### config.mk
export PLATFORM = sky130hd
export DESIGN_NAME = mmc_sysex_packet_parser_unit
export DESIGN_NICKNAME = d
export VERILOG_FILES = /design/src/rtl/mspu_pkg.sv /design/src/rtl/mspu_dpath.sv /design/src/rtl/mspu_ctrl.sv /design/src/rtl/mmc_sysex_packet_parser_unit.sv
export SDC_FILE = /design/constraint.sdc
export NUM_CORES = 1
export LEC_CHECK = 0
export BUFFER_PORTS_ARGS = -buffer_cell sky130_fd_sc_hd__buf_2
export CAP_MARGIN = 20
export CORE_ASPECT_RATIO = 0.7
export CORE_UTILIZATION = 49
export CTS_BUF_LIST = sky130_fd_sc_hd__clkbuf_4 sky130_fd_sc_hd__clkbuf_8
export CTS_CLUSTER_DIAMETER = 200
export DETAILED_ROUTE_END_ITERATION = 10
export HOLD_SLACK_MARGIN = 0.1
export MAX_ROUTING_LAYER = met4
export PLACE_DENSITY = 0.66
export SLEW_MARGIN = 25
export SYNTH_ARGS = -nofsm -noshare
export SYNTH_HDL_FRONTEND = slang
export SYNTH_SLANG_ARGS = --single-unit
### constraint.sdc
create_clock -name clk -period 8.7 [get_ports clk]
set_input_delay 1.74 -clock clk [delete_from_list [all_inputs] [get_ports clk]]
set_output_delay 1.74 -clock clk [all_outputs]
set_load 0.05 [all_outputs]
### src/rtl/mspu_pkg.sv
// ----------------------------------------------------------------------------
// mspu_pkg
// Types and constants of the machine control SysEx7 packet parser.
// ----------------------------------------------------------------------------
`default_nettype none

package mspu_pkg;

	// packet status codes
	localparam logic [3:0] ST_COMPLETE = 4'd0;
	localparam logic [3:0] ST_START    = 4'd1;
	localparam logic [3:0] ST_CONT     = 4'd2;
	localparam logic [3:0] ST_END      = 4'd3;

	localparam logic [7:0] MMC_ID    = 8'h7F;
	localparam logic [7:0] MMC_SUBID = 8'h06;

	typedef struct packed {
		logic        is_sysex;
		logic [31:0] word0;
		logic [31:0] word1;
		logic        has_word1;
	} pkt_t;

	typedef struct packed {
		logic [7:0] device_id;
		logic [7:0] command_code;
		logic [7:0] data_byte;
		logic       has_data;
		logic       last;
		logic       overflow;
	} res_t;

	typedef struct packed {
		logic cap;
		logic clr;
		logic app;
		logic emit_init;
		logic emit_run;
		logic out_fast;
		logic out_hdr;
	} ctl_cmd_t;

	typedef struct packed {
		logic       sysex;
		logic [3:0] status;
		logic       fast_hit;
		logic       app_done;
		logic       hdr_ok;
		logic       fill_eq4;
		logic       out_free;
		logic       emit_done;
	} dp_stat_t;

endpackage

`default_nettype wire

### src/rtl/mspu_dpath.sv
// ----------------------------------------------------------------------------
// mspu_dpath
// Packet register, message buffer, header bytes, emit pointer and result
// register.
// ----------------------------------------------------------------------------
`default_nettype none

module mspu_dpath import mspu_pkg::*; #(
	parameter int BUFFER_BYTES = 64
) (
	input  logic     clk,
	input  logic     arst_n,
	input  pkt_t     pkt,
	input  ctl_cmd_t cmd,
	output dp_stat_t st,
	input  logic     res_stall,
	output logic     res_valid,
	output res_t     res
);

	localparam int FW = $clog2(BUFFER_BYTES + 1);
	localparam int AW = $clog2(BUFFER_BYTES);
	localparam logic [FW-1:0] FILL_MAX = FW'(BUFFER_BYTES);
	localparam logic [FW-1:0] FILL_HDR = FW'(4);

	pkt_t          pkt_q;
	logic [7:0]    mem_q [BUFFER_BYTES];
	logic [7:0]    hdr_q [4];
	logic [7:0]    rd_data_q;
	logic [FW-1:0] fill_q;
	logic          ovf_q;
	logic [2:0]    k_q;
	logic [FW-1:0] ptr_q;
	logic          dvalid_q;
	logic          out_valid_q;
	res_t          out_q;

	logic [3:0]    cnt;
	logic [2:0]    cnt6;
	logic [2:0]    nbytes;
	logic [7:0]    app_byte;
	logic          out_free;
	logic          rd_en;
	logic          emit_load;
	logic          emit_last;

	always_comb begin
		cnt    = pkt_q.word0[19:16];
		cnt6   = (cnt > 4'd6) ? 3'd6 : cnt[2:0];
		nbytes = pkt_q.has_word1 ? cnt6 : ((cnt6 > 3'd2) ? 3'd2 : cnt6);
		case (k_q)
			3'd0:    app_byte = pkt_q.word0[15:8];
			3'd1:    app_byte = pkt_q.word0[7:0];
			3'd2:    app_byte = pkt_q.word1[31:24];
			3'd3:    app_byte = pkt_q.word1[23:16];
			3'd4:    app_byte = pkt_q.word1[15:8];
			default: app_byte = pkt_q.word1[7:0];
		endcase
	end

	assign out_free  = !out_valid_q || !res_stall;
	assign emit_load = cmd.emit_run && dvalid_q && out_free;
	assign emit_last = (ptr_q == fill_q);
	assign rd_en     = cmd.emit_run && (!dvalid_q || emit_load) && (ptr_q < fill_q);

	always_comb begin
		st.sysex     = pkt_q.is_sysex;
		st.status    = pkt_q.word0[23:20];
		st.fast_hit  = (cnt >= 4'd4) && (pkt_q.word0[15:8] == MMC_ID) &&
			pkt_q.has_word1 && (pkt_q.word1[31:24] == MMC_SUBID);
		st.app_done  = (k_q == nbytes);
		st.hdr_ok    = (fill_q >= FILL_HDR) && (hdr_q[0] == MMC_ID) &&
			(hdr_q[2] == MMC_SUBID);
		st.fill_eq4  = (fill_q == FILL_HDR);
		st.out_free  = out_free;
		st.emit_done = emit_load && emit_last;
	end

	always_ff @(posedge clk) begin
		if (cmd.cap) begin
			pkt_q <= pkt;
		end
	end

	// buffer write (append) and read (emit)
	always_ff @(posedge clk) begin
		if (cmd.app && !st.app_done && (fill_q < FILL_MAX)) begin
			mem_q[fill_q[AW-1:0]] <= app_byte;
			if (fill_q < FILL_HDR) begin
				hdr_q[fill_q[1:0]] <= app_byte;
			end
		end
		if (rd_en) begin
			rd_data_q <= mem_q[ptr_q[AW-1:0]];
		end
	end

	always_ff @(posedge clk or negedge arst_n) begin
		if (!arst_n) begin
			fill_q   <= '0;
			ovf_q    <= 1'b0;
			k_q      <= '0;
			ptr_q    <= '0;
			dvalid_q <= 1'b0;
		end else begin
			if (cmd.cap) begin
				k_q <= '0;
			end
			if (cmd.clr) begin
				fill_q <= '0;
				ovf_q  <= 1'b0;
			end else if (cmd.app && !st.app_done) begin
				k_q <= k_q + 3'd1;
				if (fill_q < FILL_MAX) begin
					fill_q <= fill_q + FW'(1);
				end else begin
					ovf_q <= 1'b1;
				end
			end
			if (cmd.emit_init) begin
				ptr_q    <= FILL_HDR;
				dvalid_q <= 1'b0;
			end else if (rd_en) begin
				ptr_q    <= ptr_q + FW'(1);
				dvalid_q <= 1'b1;
			end else if (emit_load) begin
				dvalid_q <= 1'b0;
			end
		end
	end

	always_ff @(posedge clk or negedge arst_n) begin
		if (!arst_n) begin
			out_valid_q <= 1'b0;
		end else if (cmd.out_fast || cmd.out_hdr || emit_load) begin
			out_valid_q <= 1'b1;
		end else if (!res_stall) begin
			out_valid_q <= 1'b0;
		end
	end

	always_ff @(posedge clk) begin
		if (cmd.out_fast) begin
			out_q <= '{device_id: pkt_q.word0[7:0], command_code: pkt_q.word1[23:16],
				data_byte: 8'h00, has_data: 1'b0, last: 1'b1, overflow: 1'b0};
		end else if (cmd.out_hdr) begin
			out_q <= '{device_id: hdr_q[1], command_code: hdr_q[3],
				data_byte: 8'h00, has_data: 1'b0, last: 1'b1, overflow: ovf_q};
		end else if (emit_load) begin
			out_q <= '{device_id: hdr_q[1], command_code: hdr_q[3],
				data_byte: rd_data_q, has_data: 1'b1, last: emit_last, overflow: ovf_q};
		end
	end

	assign res_valid = out_valid_q;
	assign res       = out_q;

endmodule

`default_nettype wire

### src/rtl/mspu_ctrl.sv
// ----------------------------------------------------------------------------
// mspu_ctrl
// Sequencer: decode, byte append, message check and result emission.
// ----------------------------------------------------------------------------
`default_nettype none

module mspu_ctrl import mspu_pkg::*; (
	input  logic     clk,
	input  logic     arst_n,
	input  logic     pkt_valid,
	output logic     pkt_stall,
	input  dp_stat_t st,
	output ctl_cmd_t cmd
);

	localparam logic [2:0] S_IDLE   = 3'd0;
	localparam logic [2:0] S_PARSE  = 3'd1;
	localparam logic [2:0] S_APPEND = 3'd2;
	localparam logic [2:0] S_CHECK  = 3'd3;
	localparam logic [2:0] S_FAST   = 3'd4;
	localparam logic [2:0] S_HDR    = 3'd5;
	localparam logic [2:0] S_EMIT   = 3'd6;

	logic [2:0] state_q;
	logic [2:0] state_d;

	assign pkt_stall = (state_q != S_IDLE);

	always_comb begin
		state_d = state_q;
		cmd     = '0;
		unique case (state_q)
			S_IDLE: begin
				if (pkt_valid) begin
					cmd.cap = 1'b1;
					state_d = S_PARSE;
				end
			end
			S_PARSE: begin
				state_d = S_IDLE;
				if (st.sysex) begin
					case (st.status) inside
						ST_COMPLETE: begin
							if (st.fast_hit) begin
								state_d = S_FAST;
							end
						end
						ST_START: begin
							cmd.clr = 1'b1;
							state_d = S_APPEND;
						end
						ST_CONT, ST_END: begin
							state_d = S_APPEND;
						end
						default: begin
							state_d = S_IDLE;
						end
					endcase
				end
			end
			S_APPEND: begin
				if (st.app_done) begin
					state_d = (st.status == ST_END) ? S_CHECK : S_IDLE;
				end else begin
					cmd.app = 1'b1;
				end
			end
			S_CHECK: begin
				if (!st.hdr_ok) begin
					cmd.clr = 1'b1;
					state_d = S_IDLE;
				end else if (st.fill_eq4) begin
					state_d = S_HDR;
				end else begin
					cmd.emit_init = 1'b1;
					state_d       = S_EMIT;
				end
			end
			S_FAST: begin
				if (st.out_free) begin
					cmd.out_fast = 1'b1;
					state_d      = S_IDLE;
				end
			end
			S_HDR: begin
				if (st.out_free) begin
					cmd.out_hdr = 1'b1;
					cmd.clr     = 1'b1;
					state_d     = S_IDLE;
				end
			end
			S_EMIT: begin
				cmd.emit_run = 1'b1;
				if (st.emit_done) begin
					cmd.clr = 1'b1;
					state_d = S_IDLE;
				end
			end
			default: begin
				state_d = S_IDLE;
			end
		endcase
	end

	always_ff @(posedge clk or negedge arst_n) begin
		if (!arst_n) begin
			state_q <= S_IDLE;
		end else begin
			state_q <= state_d;
		end
	end

endmodule

`default_nettype wire

### src/rtl/mmc_sysex_packet_parser_unit.sv
// ----------------------------------------------------------------------------
// mmc_sysex_packet_parser_unit
// Machine control recognizer over 64-bit SysEx7 packets.
//
//   channel  | valid      | stall      | payload
//   ---------+------------+------------+---------------
//   packet   | pkt_valid  | pkt_stall  | pkt  (pkt_t)
//   result   | res_valid  | res_stall  | res  (res_t)
//
// One packet at a time: accept, decode, then for a start, continue or end packet
// one packet byte (0..6) per cycle into the single-port buffer and an exit step;
// for an end packet a check, a buffer read and one emitted result per cycle while
// results are not stalled (up to BUFFER_BYTES-4 results, or one header-only result).
// Reset clears the controller, fill count and overflow flag; no buffer sweep.
// A stalled header-only result holds in the output register while the next packet
// is taken.
// ----------------------------------------------------------------------------
`default_nettype none

module mmc_sysex_packet_parser_unit import mspu_pkg::*; #(
	parameter int BUFFER_BYTES = 64
) (
	input  logic clk,
	input  logic arst_n,
	input  logic pkt_valid,
	output logic pkt_stall,
	input  pkt_t pkt,
	output logic res_valid,
	input  logic res_stall,
	output res_t res
);

	ctl_cmd_t cmd;
	dp_stat_t st;

	mspu_ctrl u_ctrl (
		.clk       (clk),
		.arst_n    (arst_n),
		.pkt_valid (pkt_valid),
		.pkt_stall (pkt_stall),
		.st        (st),
		.cmd       (cmd)
	);

	mspu_dpath #(
		.BUFFER_BYTES (BUFFER_BYTES)
	) u_dpath (
		.clk       (clk),
		.arst_n    (arst_n),
		.pkt       (pkt),
		.cmd       (cmd),
		.st        (st),
		.res_stall (res_stall),
		.res_valid (res_valid),
		.res       (res)
	);

endmodule

`default_nettype wire

* Yosys cells after proc, flatten, opt, wreduce, memory -nomap -nowiden
Memories as Yosys holds them, arrays and structs flattened. A register that Yosys moved wholly into a read port is not among the register bits.
Index checks and enable logic that the tools add are counted.
** Word-level totals
- ROM bits :: 0
- Bits in registers :: 108
- Input port bits :: 70
- Latch bits :: 0
- Bits in writable memories :: 544
- Memories :: 2
** Operators by class
- Multiply operators :: 0
- Reductions and logical operators :: 36
- Bitwise gates (word level) :: 0
- Divide/modulo/power cells :: 0
- $lt $le $gt $ge :: 7
- Multiplexer cells :: 58
- Eq/ne operators :: 26
- Shift operators :: 0
- Add/sub/neg operators :: 3
** Memory list
- u_dpath.mem_q :: depth 64, width 8, rd ports 1, clocked after memory_dff 1, write ports 1, line mspu_dpath.sv:27 : logic [7:0] mem_q [BUFFER_BYTES];
- u_dpath.hdr_q :: depth 4, width 8, rd ports 4, clocked after memory_dff 0, write ports 1, line mspu_dpath.sv:28 : logic [7:0] hdr_q [4];
** Operator list (number)
- $mux 27 :: 3
- $mux 3 :: 15
- $pmux 8 s5 :: 1
- $mux 7 :: 5
- $mux 1 :: 29
- $pmux 3 s6 :: 1
- $eq 8x3->1 const B :: 2
- $eq 8x7->1 const B :: 2
- $add 7x1->7 const B :: 2
- $eq 3x2->1 const B :: 4
- $eq 3x3->1 const B :: 4
- $logic_and 1x1->1 :: 12
- $reduce_bool 3->1 :: 3
- $eq 4x2->1 const B :: 2
- $reduce_bool 2->1 :: 4
- $eq 7x3->1 const B :: 1
- $eq 7x7->1 :: 1
- $ge 7x3->1 const B :: 1
- $lt 7x3->1 const B :: 1
- $lt 7x7->1 :: 1
- $lt 7x7->1 const B :: 1
- $eq 3x1->1 const B :: 2
- $logic_not 3->1 :: 2
- $mux 2 :: 3
- other kinds (15) :: 28

* Depth between registers and ports, before layout
Gate-level depths: netlist of run 1.
- Word-level depth :: 12
- Gate-level depth with buffers :: 12
- Gate-level depth less buffers :: 8

* Cells and area by module
Synthesis of run 1 repeated with hierarchy kept, for this count alone.
** Second synthesis, totals
- Cell total of the unflattened synthesis :: 1428
- Area total of the unflattened synthesis :: 26200.1 sq um
** Modules (own cells, without submodules)
- mspu_dpath :: cells an instance 1381, area an instance 25809.8 sq um, instances 1
- mspu_ctrl :: cells an instance 47, area an instance 390.4 sq um, instances 1

* Least setup slack after synthesis of run 1
Ideal clock, no wire load.
- Kind :: input to register
- Start point :: in pkt_valid
- End point :: reg u_dpath.pkt_q (netlist bit u_dpath.cnt[0]) (enable)
- Stages :: 2
- Setup time :: 0.412 ns
- Arrival :: 2.968 ns
- Data required time :: 8.288 ns
- Path slack :: 5.319 ns
- Path through :: nand2_1 -> inv_1
** RTL lines
- start, declared :: line mmc_sysex_packet_parser_unit.sv:25 : input logic pkt_valid,
- end signal, assigned :: line mspu_dpath.sv:81 : pkt_q <= pkt;
- end, declared :: line mspu_dpath.sv:26 : pkt_t pkt_q;

* Worst setup path in the final report of run 1
- Start point :: reg u_dpath.ptr_q[2]
- End point :: reg u_dpath.rd_data_q[7], read port of u_dpath.mem_q, data pin
** Between the ends
- Cells in the longest elaborated chain, start to end :: 2
** Ends and longest elaborated chain
- start, declared :: line mspu_dpath.sv:33 : logic [FW-1:0] ptr_q;
- start signal, assigned :: line mspu_dpath.sv:124 : ptr_q <= ptr_q + FW'(1);
- $lt 7x7->1 :: line mspu_dpath.sv:64 : assign rd_en = cmd.emit_run && (!dvalid_q || emit_load) && (ptr_q < fill_q);
- $logic_and 1x1->1 :: line mspu_dpath.sv:64
- end, declared :: line mspu_dpath.sv:29 : logic [7:0] rd_data_q;
Parallel ways exist; a longest one is shown, timed or not.
A chain may end at the register's enable or synchronous reset.

==> results.yml, run 1 <==
floorplan:
  core-area_um2: 52400
  die-area_um2: 54200
  pin_count: 99
  die_y_um: 195
  die_w_um: 278
  start_util_pct: 49.8
  num_rows: 70
timing:
  slew_headroom_pct: 33.8
  clock_skew_ns: 0.0271
  max_freq_ghz: 0.271
  worstMarginPinSlew_ns: 0.987
  rsz0062_at_grt: "false"
  hold_violations: 0
  slew_violations: 0
  setup_viol: 0
  setup_ws_ns: 5.01
  whs_ns: 0.456
  fin_setup_tns_ns: 0
  period_share_pct: 42.4
  min_period_ns: 3.69
clock_network:
  h-tree-depth: 3
  clock_latency_ns: 0.67
  numCtsBuffers: 94
  clockBufferDepth: 3
  hold_buffers: 0
  cts_tree: "done"
  clkSinkCount: 660
  clk_pin_slew_ns: 0.06
  cts_resized: 0
  cts-root-buf: "clkbuf_8"
  cts_setup_buffers: 0
pwr:
  ir_drop_mv: 0.178
  leakagePower_uw: 0.00918
  p_per_area_nw_per_um2: 200
yosys:
  synth-async-reset-ratio_pct: 3.48
  synthCells: 1396
  synth_top_flop_cell: "edfxtp_1"
  postSynthAreaPerCell_um2: 18.7
  syn_area_um2: 26100
  synth-simple-area-share_pct: 5.11
  synth-xor-area-share_pct: 0.201
  synth_top_family_by_area: "multiplexers"
  synth_fa_ha_area_share_pct: 0.815
  synth_compound_area_share_pct: 4.76
  synth-seq-area-share_pct: 75.1
  synth_edf_count: 626
  synth_seq_cells: 660
  synth_fp_nets: 1483
  muxShareOfSynthArea_pct: 12.1
  ys.warnings.count: 0
  synth_cell_type_count: 69
final_layout:
  final_cell_area_um2: 29200
  area_growth_pct: 11.9
  nets: 1625
  drive_gt1_share_pct: 26.0
drt:
  first_pass_iters: 6
  wire_per_inst_um: 26.7
  num_vias: 13875
  drtAntennaViolNets: 0
  wirelength_um: 61000
  via_per_inst: 6.07
  drc: 0
  drt_iter0_markers: 1650
setup_path:
  critPathTopFamily: "buffers and inverters"
  crit_path_end_kind: "register"
  reg2reg_to: "u_dpath.rd_data_q[7]$_DFFE_PP_"
  rrSetupSlack_ns: 5.01
  critPathLaunchType: "register"
  crit_path_end: "u_dpath.rd_data_q[7]$_DFFE_PP_"
  crit_type: "reg2reg"
  critPathRequiredTime_ns: 9.08
  cp_max_fo: 36
  path_cells: "buf_4 -> buf_4 -> mux4_2 -> and2_1 -> a211oi_1 -> nor3_1 -> nor2_1 -> nor4_1"
  reg2regPathDepth: 8
  worst_ep_arrival_time_ns: 4.07
  crit_buf_inv: 2
  cp.depth: 8
  cp_common_cell: "buf_4"
  crit_slowest_cell: "dfrtp_4"
  regToRegStartpoint: "u_dpath.ptr_q[2]$_DFFE_PN0P_"
  max_stage_delay_ns: 0.73
  startpoint: "u_dpath.ptr_q[2]$_DFFE_PN0P_"
global_route:
  first_global_vias: 13765
  track_usage_pct: 23.5
  overflow: 0
  grt_start_max_net_pins: 69
  antenna_found_initial: 1
  grt_pass1_wl_um: 89700
worst_hold_path:
  holdPathStages: 2
  hp-class: "reg2reg"
placed_design:
  io_buffers: 90
  globalplace.congestion: 0.923
  pre_cts_ws_ns: 4.87
  place_area_um2: 27400
  dp.final_hpwl_um: 38200
status:
  status: "complete, no violations"
job:
  drv_cap: 0
logic make-up after synthesis:
kind of cell,after synthesis
flops,660
simple gates,268
compound gates,172
mux,171
buf+inv,102
fa+ha+maj,17
xor+xnor,6
area by class of cell:
| type | instances | area, um2 |
|---|---|---|
| fillers | 4005 | 23200 |
| flip-flops and latches | 660 | 19600 |
| multi-input cells | 634 | 6140 |
| clock buffers | 128 | 1560 |
| well taps | 684 | 856 |
| repair buffers | 124 | 706 |
| clock inverters | 31 | 225 |
| inverters | 24 | 90.1 |
| diodes | 1 | 2.50 |
flip-flops by register name, summed over array words and instances, names as in the netlist:
signal / count
u_dpath.pkt_q: 49
u_dpath.cnt: 4
u_dpath.hdr_q: 32
u_dpath.ovf_q: 1
u_dpath.k_q: 3
u_dpath.fill_q: 7
u_dpath.dvalid_q: 1
u_dpath.mem_q: 512
u_dpath.res: 27
u_dpath.rd_data_q: 8
u_ctrl.state_q: 3
u_dpath.res_valid: 1
u_dpath.st: 5
u_dpath.ptr_q: 7
metal layers:
layer | GRT usage (%) | vias to the layer above | routed length, um
met4 | 7.08 | 0 | 1500
met3 | 7.35 | 111 | 6460
met5 | - | - | 0
met1 | 34.4 | 7141 | 26800
met2 | 31.6 | 638 | 26200
li1 | - | 5985 | -
how the worst min path moves through the flow:
| stage | start | endpoint | slack [ns] |
|---|---|---|---|
| 2_1_floorplan | u_dpath.ovf_q$_DFFE_PN0P_ | u_dpath.ovf_q$_DFFE_PN0P_ | 0.45 |
| 3_3_place_gp | u_dpath.res[4]$_SDFFE_PP0P_ | u_dpath.res[4]$_SDFFE_PP0P_ | 0.45 |
| 3_5_place_dp | u_dpath.res[4]$_SDFFE_PP0P_ | u_dpath.res[4]$_SDFFE_PP0P_ | 0.45 |
| 4_1_cts | u_dpath.res[3]$_SDFFE_PP0P_ | u_dpath.res[3]$_SDFFE_PP0P_ | 0.46 |
| 5_1_grt | u_dpath.res[4]$_SDFFE_PP0P_ | u_dpath.res[4]$_SDFFE_PP0P_ | 0.47 |
| 6_report | u_dpath.res[3]$_SDFFE_PP0P_ | u_dpath.res[3]$_SDFFE_PP0P_ | 0.46 |
cell usage in the layout, fill, tap and decap left out, drive strengths merged, types with 13 or more instances in the layout:
cell type | netlist | routed
nor4 | 23 | 23
a211oi | 13 | 13
a22o | 19 | 19
edfxtp | 626 | 626
inv | 22 | 23
dfrtp | 23 | 23
clkbuf | 39 | 128
a21oi | 20 | 20
nor2 | 85 | 85
ha | 17 | 17
o21ai | 33 | 33
buf | 39 | 124
nand2 | 52 | 52
o211ai | 14 | 14
nor3 | 14 | 14
nand3 | 29 | 29
clkinv | 2 | 25
mux2i | 53 | 53
mux4 | 116 | 116
power by group:
group          switching [uW]  internal (uW)  total, uW  leakage, uW
registers                   0           3430       3430      0.00594
clock network            1130           1250       2380     0.000940
logic                    6.79           9.46       16.3      0.00230
through the flow:
| step | util, % | instances | total power [uW] |
|---|---|---|---|
| final | 55.7 | 2286 | 5820 |
| after global routing | 55.7 | 2286 | 5990 |
| after CTS | 55.7 | 2285 | 5860 |
| after detailed placement | 52.3 | 2126 | 3510 |
| after global placement | 52.2 | 2126 | 3510 |
| after floorplan | - | 1396 | 3500 |
worst reg2reg max path: cells and delay by family, from the launching register on:
family	cells	cell delay, ns
AO/OA/AOI/OAI	1	0.66
buffers and inverters	2	1.10
flip-flops	1	0.73
multiplexers	1	0.44
AND/OR/NAND/NOR	4	0.48
Yosys cell counts, drive strengths merged, types with 3 or more instances:
master	count	area [um2]
o31ai	4	35.0
dfxtp	11	220
dfrtp	23	576
o21a	10	75.1
nand4	8	50.1
mux4	116	2610
buf	39	253
o211ai	14	110
a222oi	8	80.1
nor2b	4	25.0
ha	17	213
a211oi	13	103
nand2b	4	25.0
and3	7	43.8
nand3	29	145
nor3	14	75.1
o21ai	33	169
or3	11	68.8
nand4b	4	35.0
and2	12	75.1
a21oi	20	100
o22ai	12	75.1
inv	22	82.6
a22o	19	166
clkbuf	39	146
a32o	4	40.0
a2111oi	4	35.0
nor4	23	150
o311ai	3	26.3
edfxtp	626	18800
o221ai	6	52.6
or2	4	25.0
nor2	85	319
mux2i	53	531
nand3b	3	22.5
xnor2	5	43.8
nand2	52	195
a22oi	8	60.1
a31oi	5	37.5
No activity file was read; power rests on OpenSTA's default activity.
==> inputs of run 2 (changes only) <==
--- a/config.mk
+++ b/config.mk
@@ -14,7 +14,7 @@
 export DETAILED_ROUTE_END_ITERATION = 10
 export HOLD_SLACK_MARGIN = 0.1
 export MAX_ROUTING_LAYER = met4
-export PLACE_DENSITY = 0.66
+export PLACE_DENSITY = 0.68
 export SLEW_MARGIN = 25
 export SYNTH_ARGS = -nofsm -noshare
 export SYNTH_HDL_FRONTEND = slang
==> constraint.sdc (replaced) <==
create_clock -name clk -period 3 [get_ports clk]
set_input_delay 0.6 -clock clk [delete_from_list [all_inputs] [get_ports clk]]
set_output_delay 0.6 -clock clk [all_outputs]
set_load 0.05 [all_outputs]
==> run 2 against run 1 <==
Routed wire length increased by 3.3%; worst setup slack worse by 4.9 ns; clock-buffer cell count decreased by 4; die area is the same; via count increased by 6.6%; non-clock buffer count is 155 higher; highest routed layer unchanged.
==> results.yml, run 2 (synthesis results as in run 1) <==
status:
  status: "complete, no violations"
global_route:
  overflow: 0
  grt_start_max_net_pins: 69
  first_global_vias: 14500
  busiest_layer: "met1"
  grt_pass1_wl_um: 92700
  antenna_found_initial: 1
  track_usage_pct: 24.2
  grt_use_met1_pct: 36.6
  grt_util_met2_pct: 32.9
  gr-usage-met3_pct: 5.75
drt:
  drc: 0
  drtAntennaViolNets: 0
  first_pass_iters: 5
  wire_per_inst_um: 25.8
  via_per_inst: 6.05
  drt_iter0_markers: 2003
  wirelength_um: 63000
  num_vias: 14794
timing:
  clock_skew_ns: 0.0320
  fin_setup_tns_ns: 0
  slew_headroom_pct: 25.8
  period_share_pct: 95.0
  rsz0062_at_grt: "false"
  setup_viol: 0
  hold_violations: 0
  min_period_ns: 2.85
  max_freq_ghz: 0.351
  worstMarginPinSlew_ns: 1.10
  slew_violations: 0
setup_path:
  worst_ep_arrival_time_ns: 3.22
  crit_slowest_cell: "edfxtp_1"
  crit_type: "reg2reg"
  critPathLaunchType: "register"
  max_stage_delay_ns: 0.48
  crit_path_end_kind: "register"
  critPathRequiredTime_ns: 3.37
  cp_common_cell: "buf_4"
  path_cells: "o211ai_1 -> o21ai_0 -> a31oi_2 -> o21ai_2 -> buf_4 -> or3_1 -> buf_4 -> nor2_2 -> buf_4"
  cp_max_fo: 6
pwr:
  p_per_area_nw_per_um2: 556
  leakagePower_uw: 0.0100
  power_uw: 17200
  ir_drop_mv: 0.475
clock_network:
  h-tree-depth: 3
  clockBufferDepth: 3
  clkSinkCount: 660
  clk_pin_slew_ns: 0.06
  cts_tree: "done"
  clock_latency_ns: 0.68
  numCtsBuffers: 93
  cts-root-buf: "clkbuf_8"
floorplan:
  die-area_um2: 54200
  pin_count: 99
  die_w_um: 278
  die_y_um: 195
  core-area_um2: 52400
  num_rows: 70
  start_util_pct: 49.8
placed_design:
  io_buffers: 90
  dp.final_hpwl_um: 40100
  globalplace.congestion: 0.906
final_layout:
  drive_gt1_share_pct: 30.4
  nets: 1779
  area_growth_pct: 18.2
  largest_reg_flops: 512
  final_cell_mix: "edfxtp_1, buf_4, mux4_2"
  layout_commonest_cell: "edfxtp_1"
  final_util_pct: 58.9
job:
  drv_cap: 0
worst_hold_path:
  hp-class: "in2reg"
-- run 2: cell count changes in the layout (fill, tap and decap cells not counted), moves of 7 or more --
cell,before,now
buf_4,34,119
nor2_1,85,68
buf_12,0,18
clkinv_1,17,24
nor2_2,0,17
dlygate4sd3_1,0,52
-- run 2: path summary, 6_finish.rpt --
kind | cells past startpoint | from | slack [ns] | end
max | 9 | u_dpath.cnt[1]$_DFFE_PP_ | 0.15 | u_dpath.mem_q[10][2]$_DFFE_PP_
min | 1 | pkt[18] | 0.12 | u_dpath.pkt_q[18]$_DFFE_PP_
max reg2reg | 9 | u_dpath.cnt[1]$_DFFE_PP_ | 0.15 | u_dpath.mem_q[10][2]$_DFFE_PP_
min reg2reg | 2 | u_dpath.res[3]$_SDFFE_PP0P_ | 0.46 | u_dpath.res[3]$_SDFFE_PP0P_
max in group asynchronous | 2 | arst_n | 2.03 | u_dpath.ptr_q[1]$_DFFE_PN0P_
min in group asynchronous | 2 | arst_n | 0.52 | u_dpath.k_q[2]$_DFF_PN0_
-- run 2: final cells by class --
cell class / count / area [um2]
Antenna cell: 2 / 5.00
Clock buffer: 124 / 1530
Clock inverter: 38 / 319
Fill cell: 3815 / 21500
Inverter: 24 / 90.1
Multi-Input combinational cell: 634 / 6190
Sequential cell: 660 / 19600
Tap cell: 684 / 856
Timing Repair Buffer: 279 / 2220
-- run 2: where the power goes --
part	internal (uW)	leakage [uW]	switching [uW]	total, uW
sequential	9940	0.00594	0	9940
combinational	71.7	0.00310	32.4	104
clock	3750	0.000963	3360	7110
-- run 2: layer usage --
metal / routed length (um) / up-vias
met5: 0 / -
met4: 1090 / 0
met3: 6880 / 90
met2: 27400 / 755
met1: 27600 / 7648
li1: - / 6301
-- run 2: timing repair --
item / CTS / global route
resized for setup: 0 / 18
endpoints found under the hold margin: 73 / 1
setup buffers: 0 / 3
endpoints found under the setup margin: 0 / 122
hold buffers: 51 / 1
-- run 2: critical path, delay by kind of cell (launching register included) --
family | cells | cell delay (ns)
flip-flops | 1 | 0.48
AO/OA/AOI/OAI | 4 | 0.75
buffers and inverters | 3 | 0.63
AND/OR/NAND/NOR | 2 | 0.68
-- run 2: metrics by stage --
step	worst slack, ns	instances	hold WS (ns)	area [um2]
4_1_cts	0.00326	2439	0.101	30700
2_1_floorplan	0.00372	1396	0.304	26100
3_3_place_gp	0.111	2226	0.448	28300
6_report	0.150	2445	0.124	30800
5_1_grt	0.00726	2444	0.101	30800
3_5_place_dp	0.0162	2226	0.450	28300
